### src/rtl/tesp_pkg.sv
package tesp_pkg;

  // Field widths
  localparam int unsigned CODE_W     = 16;
  localparam int unsigned KIND_W     = 3;
  localparam int unsigned CHAN_W     = 8;
  localparam int unsigned SPAN_W     = 9;
  localparam int unsigned EXT_LEN_W  = 4;
  localparam int unsigned NAME_CNT_W = 8;

  // Parameter defaults
  localparam int unsigned NAME_CHARS_DEF   = 4;
  localparam int unsigned EXTENDED_MAX_DEF = 15;

  // Extended characters that feed the colour
  localparam int unsigned COLOUR_CHARS = 6;

  // Special characters
  localparam logic [CODE_W-1:0] CLOSE_BRACE = 16'h007D;
  localparam logic [CODE_W-1:0] COLON_CHAR  = 16'h003A;
  localparam logic [CODE_W-1:0] ALPHA_MARK  = 16'h0070;

  localparam logic [CHAN_W-1:0]     ALPHA_OPAQUE   = 8'hFF;
  localparam logic [NAME_CNT_W-1:0] NAME_COUNT_MAX = 8'hFF;

  // Kind codes
  typedef enum logic [KIND_W-1:0] {
    KIND_EMPTY   = 3'd0,
    KIND_BRACE   = 3'd1,
    KIND_NBS     = 3'd2,
    KIND_CLR     = 3'd3,
    KIND_P       = 3'd4,
    KIND_UNKNOWN = 3'd5
  } kind_e;

  // Known names, big-endian packed, indexed by kind code
  localparam int unsigned KEY_COUNT = 5;
  localparam logic [31:0] NAME_KEYS [KEY_COUNT] = '{
    32'h0000_0000, 32'h7B00_0000, 32'h6E62_7300, 32'h636C_7200, 32'h7000_0000
  };

  // One result item
  typedef struct packed {
    logic [KIND_W-1:0]    kind;
    logic [CHAN_W-1:0]    red;
    logic [CHAN_W-1:0]    green;
    logic [CHAN_W-1:0]    blue;
    logic [CHAN_W-1:0]    alpha;
    logic [SPAN_W-1:0]    span;
    logic [EXT_LEN_W-1:0] extended_length;
    logic                 has_extended;
  } result_t;

  // Hex digit value, MSB set when the character is a digit
  function automatic logic [4:0] hex_digit(input logic [CODE_W-1:0] c);
    logic [4:0] r;
    r = 5'd0;
    if (c >= 16'h0030 && c <= 16'h0039) begin
      r = {1'b1, 4'(c - 16'h0030)};
    end else if (c >= 16'h0061 && c <= 16'h0066) begin
      r = {1'b1, 4'(c - 16'h0061 + 16'd10)};
    end else if (c >= 16'h0041 && c <= 16'h0046) begin
      r = {1'b1, 4'(c - 16'h0041 + 16'd10)};
    end
    return r;
  endfunction

  // Two-digit channel; a bad second digit leaves the first digit alone
  function automatic logic [CHAN_W-1:0] hex_pair(input logic [CODE_W-1:0] a,
                                                 input logic [CODE_W-1:0] b);
    logic [4:0] hi;
    logic [4:0] lo;
    logic [CHAN_W-1:0] r;
    hi = hex_digit(a);
    lo = hex_digit(b);
    if (!hi[4]) begin
      r = '0;
    end else if (!lo[4]) begin
      r = {4'd0, hi[3:0]};
    end else begin
      r = {hi[3:0], lo[3:0]};
    end
    return r;
  endfunction

endpackage

### src/rtl/tesp_if.sv
// Code unit channel
interface tesp_in_if;
  import tesp_pkg::*;

  logic              valid;
  logic              ready;
  logic [CODE_W-1:0] code_unit;

  modport source (output valid, output code_unit, input ready);
  modport sink   (input valid, input code_unit, output ready);
endinterface

// Result channel
interface tesp_out_if;
  import tesp_pkg::*;

  logic                 valid;
  logic                 ready;
  logic [KIND_W-1:0]    kind;
  logic [CHAN_W-1:0]    red;
  logic [CHAN_W-1:0]    green;
  logic [CHAN_W-1:0]    blue;
  logic [CHAN_W-1:0]    alpha;
  logic [SPAN_W-1:0]    span;
  logic [EXT_LEN_W-1:0] extended_length;
  logic                 has_extended;

  modport source (output valid, output kind, output red, output green, output blue,
                  output alpha, output span, output extended_length,
                  output has_extended, input ready);
  modport sink   (input valid, input kind, input red, input green, input blue,
                  input alpha, input span, input extended_length,
                  input has_extended, output ready);
endinterface

### src/rtl/tesp_decode.sv
// Build one result from the collected sequence state.
module tesp_decode #(
  parameter int unsigned NAME_CHARS = tesp_pkg::NAME_CHARS_DEF,
  parameter int unsigned ECW        = 4
) (
  input  logic [7:0]                       name_bytes_i [NAME_CHARS],
  input  logic [tesp_pkg::NAME_CNT_W-1:0]  name_count_i,
  input  logic [tesp_pkg::CODE_W-1:0]      ext_chars_i [tesp_pkg::COLOUR_CHARS],
  input  logic [ECW-1:0]                   ext_count_i,
  input  logic                             has_ext_i,
  output tesp_pkg::result_t                result_o
);
  import tesp_pkg::*;

  logic [63:0]       key;
  logic [KIND_W-1:0] kind;
  logic [SPAN_W-1:0] ext_span;

  // Pack the name big-endian; bytes past the name width stay zero
  always_comb begin
    key = '0;
    for (int i = 0; i < NAME_CHARS; i++) begin
      key[63-8*i -: 8] = name_bytes_i[i];
    end
  end

  // Match against the known names, lowest index wins
  always_comb begin
    kind = KIND_UNKNOWN;
    for (int k = KEY_COUNT - 1; k >= 0; k--) begin
      if (key == {NAME_KEYS[k], 32'h0000_0000}) begin
        kind = KIND_W'(k);
      end
    end
  end

  // Extended part adds its characters plus the colon
  assign ext_span = has_ext_i ? (SPAN_W'(ext_count_i) + SPAN_W'(1)) : '0;

  // Colour, span and length
  always_comb begin
    result_o.kind = kind;
    if (ext_chars_i[0] == ALPHA_MARK) begin
      result_o.red   = '0;
      result_o.green = '0;
      result_o.blue  = '0;
      result_o.alpha = '0;
    end else begin
      result_o.red   = hex_pair(ext_chars_i[0], ext_chars_i[1]);
      result_o.green = hex_pair(ext_chars_i[2], ext_chars_i[3]);
      result_o.blue  = hex_pair(ext_chars_i[4], ext_chars_i[5]);
      result_o.alpha = ALPHA_OPAQUE;
    end
    result_o.span            = SPAN_W'(name_count_i) + SPAN_W'(2) + ext_span;
    result_o.extended_length = EXT_LEN_W'(ext_count_i);
    result_o.has_extended    = has_ext_i;
  end

endmodule

### src/rtl/text_escape_sequence_parser_unit.sv
// Channel  Dir  Port   Payload
// -------  ---  -----  ----------------------------------------------------------
// input    in   src_i  code_unit[15:0]
// result   out  res_o  kind, red, green, blue, alpha, span, extended_length,
//                      has_extended
//
// One code unit is taken per cycle; a terminating unit loads the result register
// and the result is offered on the next cycle.
// Throughput is set by the single result register: input stalls only while a
// result is held and res_o.ready is low.
// Asynchronous active-low reset clears all sequence state and the result valid.
module text_escape_sequence_parser_unit #(
  parameter int unsigned NAME_CHARS   = tesp_pkg::NAME_CHARS_DEF,
  parameter int unsigned EXTENDED_MAX = tesp_pkg::EXTENDED_MAX_DEF
) (
  input  logic        clk_i,
  input  logic        rst_ni,
  tesp_in_if.sink     src_i,
  tesp_out_if.source  res_o
);
  import tesp_pkg::*;

  localparam int unsigned ECW = $clog2(EXTENDED_MAX + 1);

  logic                  phase_q, phase_d;
  logic [7:0]            name_bytes_q [NAME_CHARS];
  logic [7:0]            name_bytes_d [NAME_CHARS];
  logic [NAME_CNT_W-1:0] name_count_q, name_count_d;
  logic [CODE_W-1:0]     ext_chars_q [COLOUR_CHARS];
  logic [CODE_W-1:0]     ext_chars_d [COLOUR_CHARS];
  logic [ECW-1:0]        ext_count_q, ext_count_d;
  logic                  out_valid_q, out_valid_d;
  result_t               res_q;
  result_t               res_d;

  logic                  in_fire;
  logic                  emit;
  logic [CODE_W-1:0]     c;

  // Accept while the result register is free or draining
  assign src_i.ready = !out_valid_q || res_o.ready;
  assign in_fire     = src_i.valid && src_i.ready;
  assign c           = src_i.code_unit;

  tesp_decode #(
    .NAME_CHARS(NAME_CHARS),
    .ECW       (ECW)
  ) u_decode (
    .name_bytes_i(name_bytes_q),
    .name_count_i(name_count_q),
    .ext_chars_i (ext_chars_q),
    .ext_count_i (ext_count_q),
    .has_ext_i   (phase_q),
    .result_o    (res_d)
  );

  // Advance the sequence state on each transfer
  always_comb begin
    phase_d      = phase_q;
    name_bytes_d = name_bytes_q;
    name_count_d = name_count_q;
    ext_chars_d  = ext_chars_q;
    ext_count_d  = ext_count_q;
    emit         = 1'b0;
    if (in_fire) begin
      if (!phase_q) begin
        if (c == CLOSE_BRACE) begin
          emit = 1'b1;
        end else if (c == COLON_CHAR) begin
          phase_d = 1'b1;
        end else begin
          for (int i = 0; i < NAME_CHARS; i++) begin
            if (name_count_q == NAME_CNT_W'(i)) begin
              name_bytes_d[i] = c[7:0];
            end
          end
          if (name_count_q != NAME_COUNT_MAX) begin
            name_count_d = name_count_q + NAME_CNT_W'(1);
          end
        end
      end else begin
        if (ext_count_q >= ECW'(EXTENDED_MAX) || c == CLOSE_BRACE) begin
          emit = 1'b1;
        end else begin
          for (int i = 0; i < COLOUR_CHARS; i++) begin
            if (ext_count_q == ECW'(i)) begin
              ext_chars_d[i] = c;
            end
          end
          ext_count_d = ext_count_q + ECW'(1);
        end
      end
      // Drop everything once the sequence has ended
      if (emit) begin
        phase_d      = 1'b0;
        name_bytes_d = '{default: '0};
        name_count_d = '0;
        ext_chars_d  = '{default: '0};
        ext_count_d  = '0;
      end
    end
  end

  // Hold a result until it is taken
  always_comb begin
    if (emit) begin
      out_valid_d = 1'b1;
    end else if (res_o.ready) begin
      out_valid_d = 1'b0;
    end else begin
      out_valid_d = out_valid_q;
    end
  end

  always_ff @(posedge clk_i or negedge rst_ni) begin
    if (!rst_ni) begin
      phase_q      <= 1'b0;
      name_bytes_q <= '{default: '0};
      name_count_q <= '0;
      ext_chars_q  <= '{default: '0};
      ext_count_q  <= '0;
      out_valid_q  <= 1'b0;
    end else begin
      phase_q      <= phase_d;
      name_bytes_q <= name_bytes_d;
      name_count_q <= name_count_d;
      ext_chars_q  <= ext_chars_d;
      ext_count_q  <= ext_count_d;
      out_valid_q  <= out_valid_d;
    end
  end

  // Load the result payload at the end of a sequence
  always_ff @(posedge clk_i) begin
    if (emit) begin
      res_q <= res_d;
    end
  end

  assign res_o.valid           = out_valid_q;
  assign res_o.kind            = res_q.kind;
  assign res_o.red             = res_q.red;
  assign res_o.green           = res_q.green;
  assign res_o.blue            = res_q.blue;
  assign res_o.alpha           = res_q.alpha;
  assign res_o.span            = res_q.span;
  assign res_o.extended_length = res_q.extended_length;
  assign res_o.has_extended    = res_q.has_extended;

endmodule

### src/flat_wrapper.sv
// flat-port wrapper written by rule: the top's interface ports become plain ports
module text_escape_sequence_parser_unit_flat import tesp_pkg::*;
#(
  parameter int unsigned NAME_CHARS   = tesp_pkg::NAME_CHARS_DEF,
  parameter int unsigned EXTENDED_MAX = tesp_pkg::EXTENDED_MAX_DEF
)
  (clk_i, rst_ni, src_i_valid, src_i_code_unit, src_i_ready, res_o_valid, res_o_kind, res_o_red, res_o_green, res_o_blue, res_o_alpha, res_o_span, res_o_extended_length, res_o_has_extended, res_o_ready);
  tesp_in_if src_i_i ();
  tesp_out_if res_o_i ();
  input  logic clk_i;
  input  logic rst_ni;
  input wire logic [$bits(src_i_i.valid)-1:0] src_i_valid;
  input wire logic [$bits(src_i_i.code_unit)-1:0] src_i_code_unit;
  output wire logic [$bits(src_i_i.ready)-1:0] src_i_ready;
  output wire logic [$bits(res_o_i.valid)-1:0] res_o_valid;
  output wire logic [$bits(res_o_i.kind)-1:0] res_o_kind;
  output wire logic [$bits(res_o_i.red)-1:0] res_o_red;
  output wire logic [$bits(res_o_i.green)-1:0] res_o_green;
  output wire logic [$bits(res_o_i.blue)-1:0] res_o_blue;
  output wire logic [$bits(res_o_i.alpha)-1:0] res_o_alpha;
  output wire logic [$bits(res_o_i.span)-1:0] res_o_span;
  output wire logic [$bits(res_o_i.extended_length)-1:0] res_o_extended_length;
  output wire logic [$bits(res_o_i.has_extended)-1:0] res_o_has_extended;
  input wire logic [$bits(res_o_i.ready)-1:0] res_o_ready;
  assign src_i_i.valid = src_i_valid;
  assign src_i_i.code_unit = src_i_code_unit;
  assign src_i_ready = src_i_i.ready;
  assign res_o_valid = res_o_i.valid;
  assign res_o_kind = res_o_i.kind;
  assign res_o_red = res_o_i.red;
  assign res_o_green = res_o_i.green;
  assign res_o_blue = res_o_i.blue;
  assign res_o_alpha = res_o_i.alpha;
  assign res_o_span = res_o_i.span;
  assign res_o_extended_length = res_o_i.extended_length;
  assign res_o_has_extended = res_o_i.has_extended;
  assign res_o_i.ready = res_o_ready;
  text_escape_sequence_parser_unit #(.NAME_CHARS(NAME_CHARS), .EXTENDED_MAX(EXTENDED_MAX)) u_core (.clk_i(clk_i), .rst_ni(rst_ni), .src_i(src_i_i), .res_o(res_o_i));
endmodule
### config.mk
export PLATFORM = sky130hd
export DESIGN_NAME = text_escape_sequence_parser_unit_flat
export DESIGN_NICKNAME = d
export VERILOG_FILES = /design/src/rtl/tesp_pkg.sv /design/src/rtl/tesp_if.sv /design/src/rtl/tesp_decode.sv /design/src/rtl/text_escape_sequence_parser_unit.sv /design/src/flat_wrapper.sv
export SDC_FILE = /design/constraint.sdc
export NUM_CORES = 1
export LEC_CHECK = 0
export BUFFER_PORTS_ARGS = -buffer_cell sky130_fd_sc_hd__clkbuf_2
export CAP_MARGIN = 20
export CORE_UTILIZATION = 55
export CTS_CLUSTER_SIZE = 30
export DETAILED_ROUTE_END_ITERATION = 10
export GPL_TIMING_DRIVEN = 0
export PLACE_DENSITY = 0.81
export SETUP_SLACK_MARGIN = 0.5
export SLEW_MARGIN = 20
export SYNTH_ARGS = -nofsm -noshare
export SYNTH_HDL_FRONTEND = slang
export SYNTH_HIERARCHICAL = 1
export SYNTH_SLANG_ARGS = --single-unit
### constraint.sdc
create_clock -name clk_i -period 3.2 [get_ports clk_i]
set_clock_uncertainty 0.15 [all_clocks]
set_input_delay 0.64 -clock clk_i [delete_from_list [all_inputs] [get_ports clk_i]]
set_output_delay 0.64 -clock clk_i [all_outputs]
set_load 0.1 [all_outputs]
==> metrics.yaml <==
cts:
  root_buffer: "clkbuf_16"
  clkTransAtPathRegs_ns: 0.06
  cts_buffers: 17
  cts_hold_buffers: 0
  ctsLongestPathBuffers: 2
  h-tree-depth: 4
  clock_latency_ns: 0.43
  tritoncts: "done"
  cts.sink_count: 191
die:
  die-area_um2: 17600
  die_height_um: 133
  die_w_um: 133
  top_level_ports: 71
  core_um2: 16600
  start_util: 0.565
  rows: 47
power:
  cellPowerDensity_nw_per_um2: 835
  leakagePower_nw: 4.67
  ir_drop_mv: 0.518
  finalPower_w: 0.00896
cells_and_area:
  fill_cells: 1289
  multiInputGateArea_um2: 4090
  fin_nets: 920
  drive_above_1_share: 0.248
  stdcell_count: 1092
  layout_common_cells: "dfrtp_1, a22o_1, clkbuf_2, edfxtp_1, nor2_1"
  regArea_um2: 5030
  syn2layout_area_growth_pct: 14.6
  fin_area_um2: 10700
  layout_commonest_cell: "dfrtp_1"
  antenna_cells: 0
  utilization: 0.647
sta:
  max_freq_mhz: 369
  rsz0062_at_grt: "true"
  tightest_slew_ns: 0.660
  max_slew_margin: 0.557
  finalCriticalPeriod_ns: 2.71
  layout_setup_ws_ns: 0.492
  finalHoldViolations: 16
  hold_ws_ns: -0.00985
  setup_viol: 0
  slew_violations: 0
  fin_crit_sh: 0.846
synthesis:
  synthArstFlopShare: 0.743
  synthFlopType: "dfrtp_1"
  ys_ff_latch: 191
  synth_area_um2: 9370
  syn_inst: 765
  synth_edf_count: 49
  synthDistinctLibCells: 80
  syn-num-nets: 826
  avgSynthCellArea_um2: 12.2
  yosysWarnings: 6
  ys_seq_area_frac: 0.536
placed_design:
  dp.final_hpwl_mm: 13.4
  post-place-ws_ns: -0.118
  placed_area_um2: 10000
  dpl.cell_count: 1053
  port_buffers: 67
  gpl.final_weighted_congestion: 0.858
worst_setup_path:
  crit_fanout: 58
  cp.required_ns: 3.37
  crit_path_end_kind: "flop"
  critPathLaunchType: "primary input"
  crit_type: "in2reg"
  worstPathArrival_ns: 2.88
route:
  drtAntennaViolNets: 0
  via_per_inst: 5.98
  drtPass1Iterations: 5
  routed_wl_mm: 19.8
  drtIter0Drc: 575
  met1Wirelength_mm: 9.29
  dr_total_vias: 6533
  routed.top_layer: "met4"
  dr_wl_met2_mm: 9.21
  wl_per_cell_um: 18.1
  drc: 0
  dr_wl_met3_um: 954
run_status:
  violations: "negative hold slack"
  status: "finished, violations left"
global_routing:
  grt_use_total: 0.234
  grt_antenna_before_repair: 0
  grt_max_degree: 98
  grt_pass1_vias: 6317
  grt_pass1_wl_mm: 32.2
  overflow: 0
job:
  maxCapViolations: 0
min_path:
  hp-class: "in2async"
-- Yosys cell counts, types with 6 or more instances --
library cell	n	area (µm²)
a211oi_1	7	52.6
a21oi_1	22	110
a22o_1	80	701
and2_1	6	37.5
and3_1	23	144
buf_2	12	60.1
buf_4	16	120
clkbuf_1	10	37.5
dfrtp_1	142	3550
edfxtp_1	49	1470
ha_1	40	500
inv_1	25	93.8
mux2_1	20	225
mux2_2	29	327
nand2_1	33	124
nand2b_1	8	50.1
nand3_1	19	95.1
nor2_1	39	146
nor2b_1	7	43.8
nor3_1	7	35.0
nor4_1	14	87.6
nor4b_1	6	52.6
o21ai_0	20	100
o21bai_1	8	60.1
xnor2_1	15	131
-- layer usage --
layer  vias to the layer above  track usage
li1                       3043            -
met1                      3263        0.336
met2                       194        0.351
met3                        33       0.0483
met4                         0       0.0907
met5                         -            0
-- cell type report --
cell class / count / share of cell area
Buffer: 42 / 0.0247
Clock buffer: 20 / 0.0407
Clock inverter: 12 / 0.0111
Timing Repair Buffer: 75 / 0.0395
Tap cell: 220 / 0.0256
Sequential cell: 191 / 0.469
Multi-Input combinational cell: 506 / 0.381
Inverter: 26 / 0.00909
-- path summary, 6_finish.rpt --
kind / cells after the start / from / slack, ns / to
max in group asynchronous: 2 / rst_ni / 2.12 / u_core/ext_chars_q[49]$_DFFE_PN0P_
max reg2reg: 13 / u_core/ext_count_q[1]$_DFFE_PN0P_ / 0.55 / u_core/res_o.span[7]$_DFFE_PP_
min: 1 / rst_ni / -0.01 / u_core/name_bytes_q[14]$_DFFE_PN0P_
min in group clk_i: 1 / u_core/ext_chars_q[58]$_DFFE_PN0P_ / 0.34 / u_core/ext_chars_q[58]$_DFFE_PN0P_
max: 10 / src_i_code_unit[6] / 0.49 / u_core/ext_chars_q[8]$_DFFE_PN0P_
min reg2reg: 1 / u_core/ext_chars_q[58]$_DFFE_PN0P_ / 0.34 / u_core/ext_chars_q[58]$_DFFE_PN0P_
-- registers in the layout (all words and copies together), names as in the netlist --
| register | cells |
|---|---|
| u_core/ext_chars_q | 96 |
| u_core/ext_count_q | 4 |
| u_core/res_o.kind | 3 |
| u_core/phase_q | 1 |
| u_core/res_o.alpha | 8 |
| u_core/res_o.extended_length | 4 |
| u_core/name_count_q | 8 |
| u_core/res_o.red | 8 |
| u_core/res_o.blue | 8 |
| u_core/name_bytes_q | 32 |
| u_core/res_o.green | 8 |
| u_core/res_o.valid | 1 |
| u_core/res_o.span | 9 |
| u_core/res_o.has_extended | 1 |
-- cell families after synthesis --
logic type / Yosys count / share of synthesized area
XOR/XNOR: 19 / 0.0178
adder cells (fa/ha/maj): 41 / 0.0556
AND/OR/NAND/NOR: 220 / 0.146
multiplexers: 51 / 0.0610
flip-flops: 191 / 0.536
buffers and inverters: 68 / 0.0363
AO/OA/AOI/OAI: 175 / 0.147
-- worst max-delay path: stages --
cell	delay [ns]
clkbuf_2	0.25
and4b_2	0.37
nand4_4	0.20
nand2_2	0.20
nand2_1	0.12
inv_2	0.19
buf_16	0.28
nor2_2	0.14
buf_2	0.23
a22o_1	0.20
-- metrics by stage --
step / TNS [ns] / hold WS, ns
finish: 0 / -0.00985
global route: 0 / 0.0138
CTS: 0 / 0.000308
detailed placement: -1.84 / 0.324
global placement: -130.19 / 0.316
floorplan: 0 / 0.194
-- timing repair --
item | 4_1_cts | 5_1_grt
resized for setup | 4 | 17
hold endpoints to repair | 0 | 0
buffers inserted | 5 | 2
pin swaps | 3 | 7
setup endpoints to repair | 23 | 46
-- power by group --
group / total [W] / internal (W) / switching, W
registers: 0.00389 / 0.00326 / 0.000626
logic: 0.00306 / 0.00146 / 0.00160
clock network: 0.00201 / 0.00114 / 0.000873
Note: power is estimated with default switching activity, not from simulation.
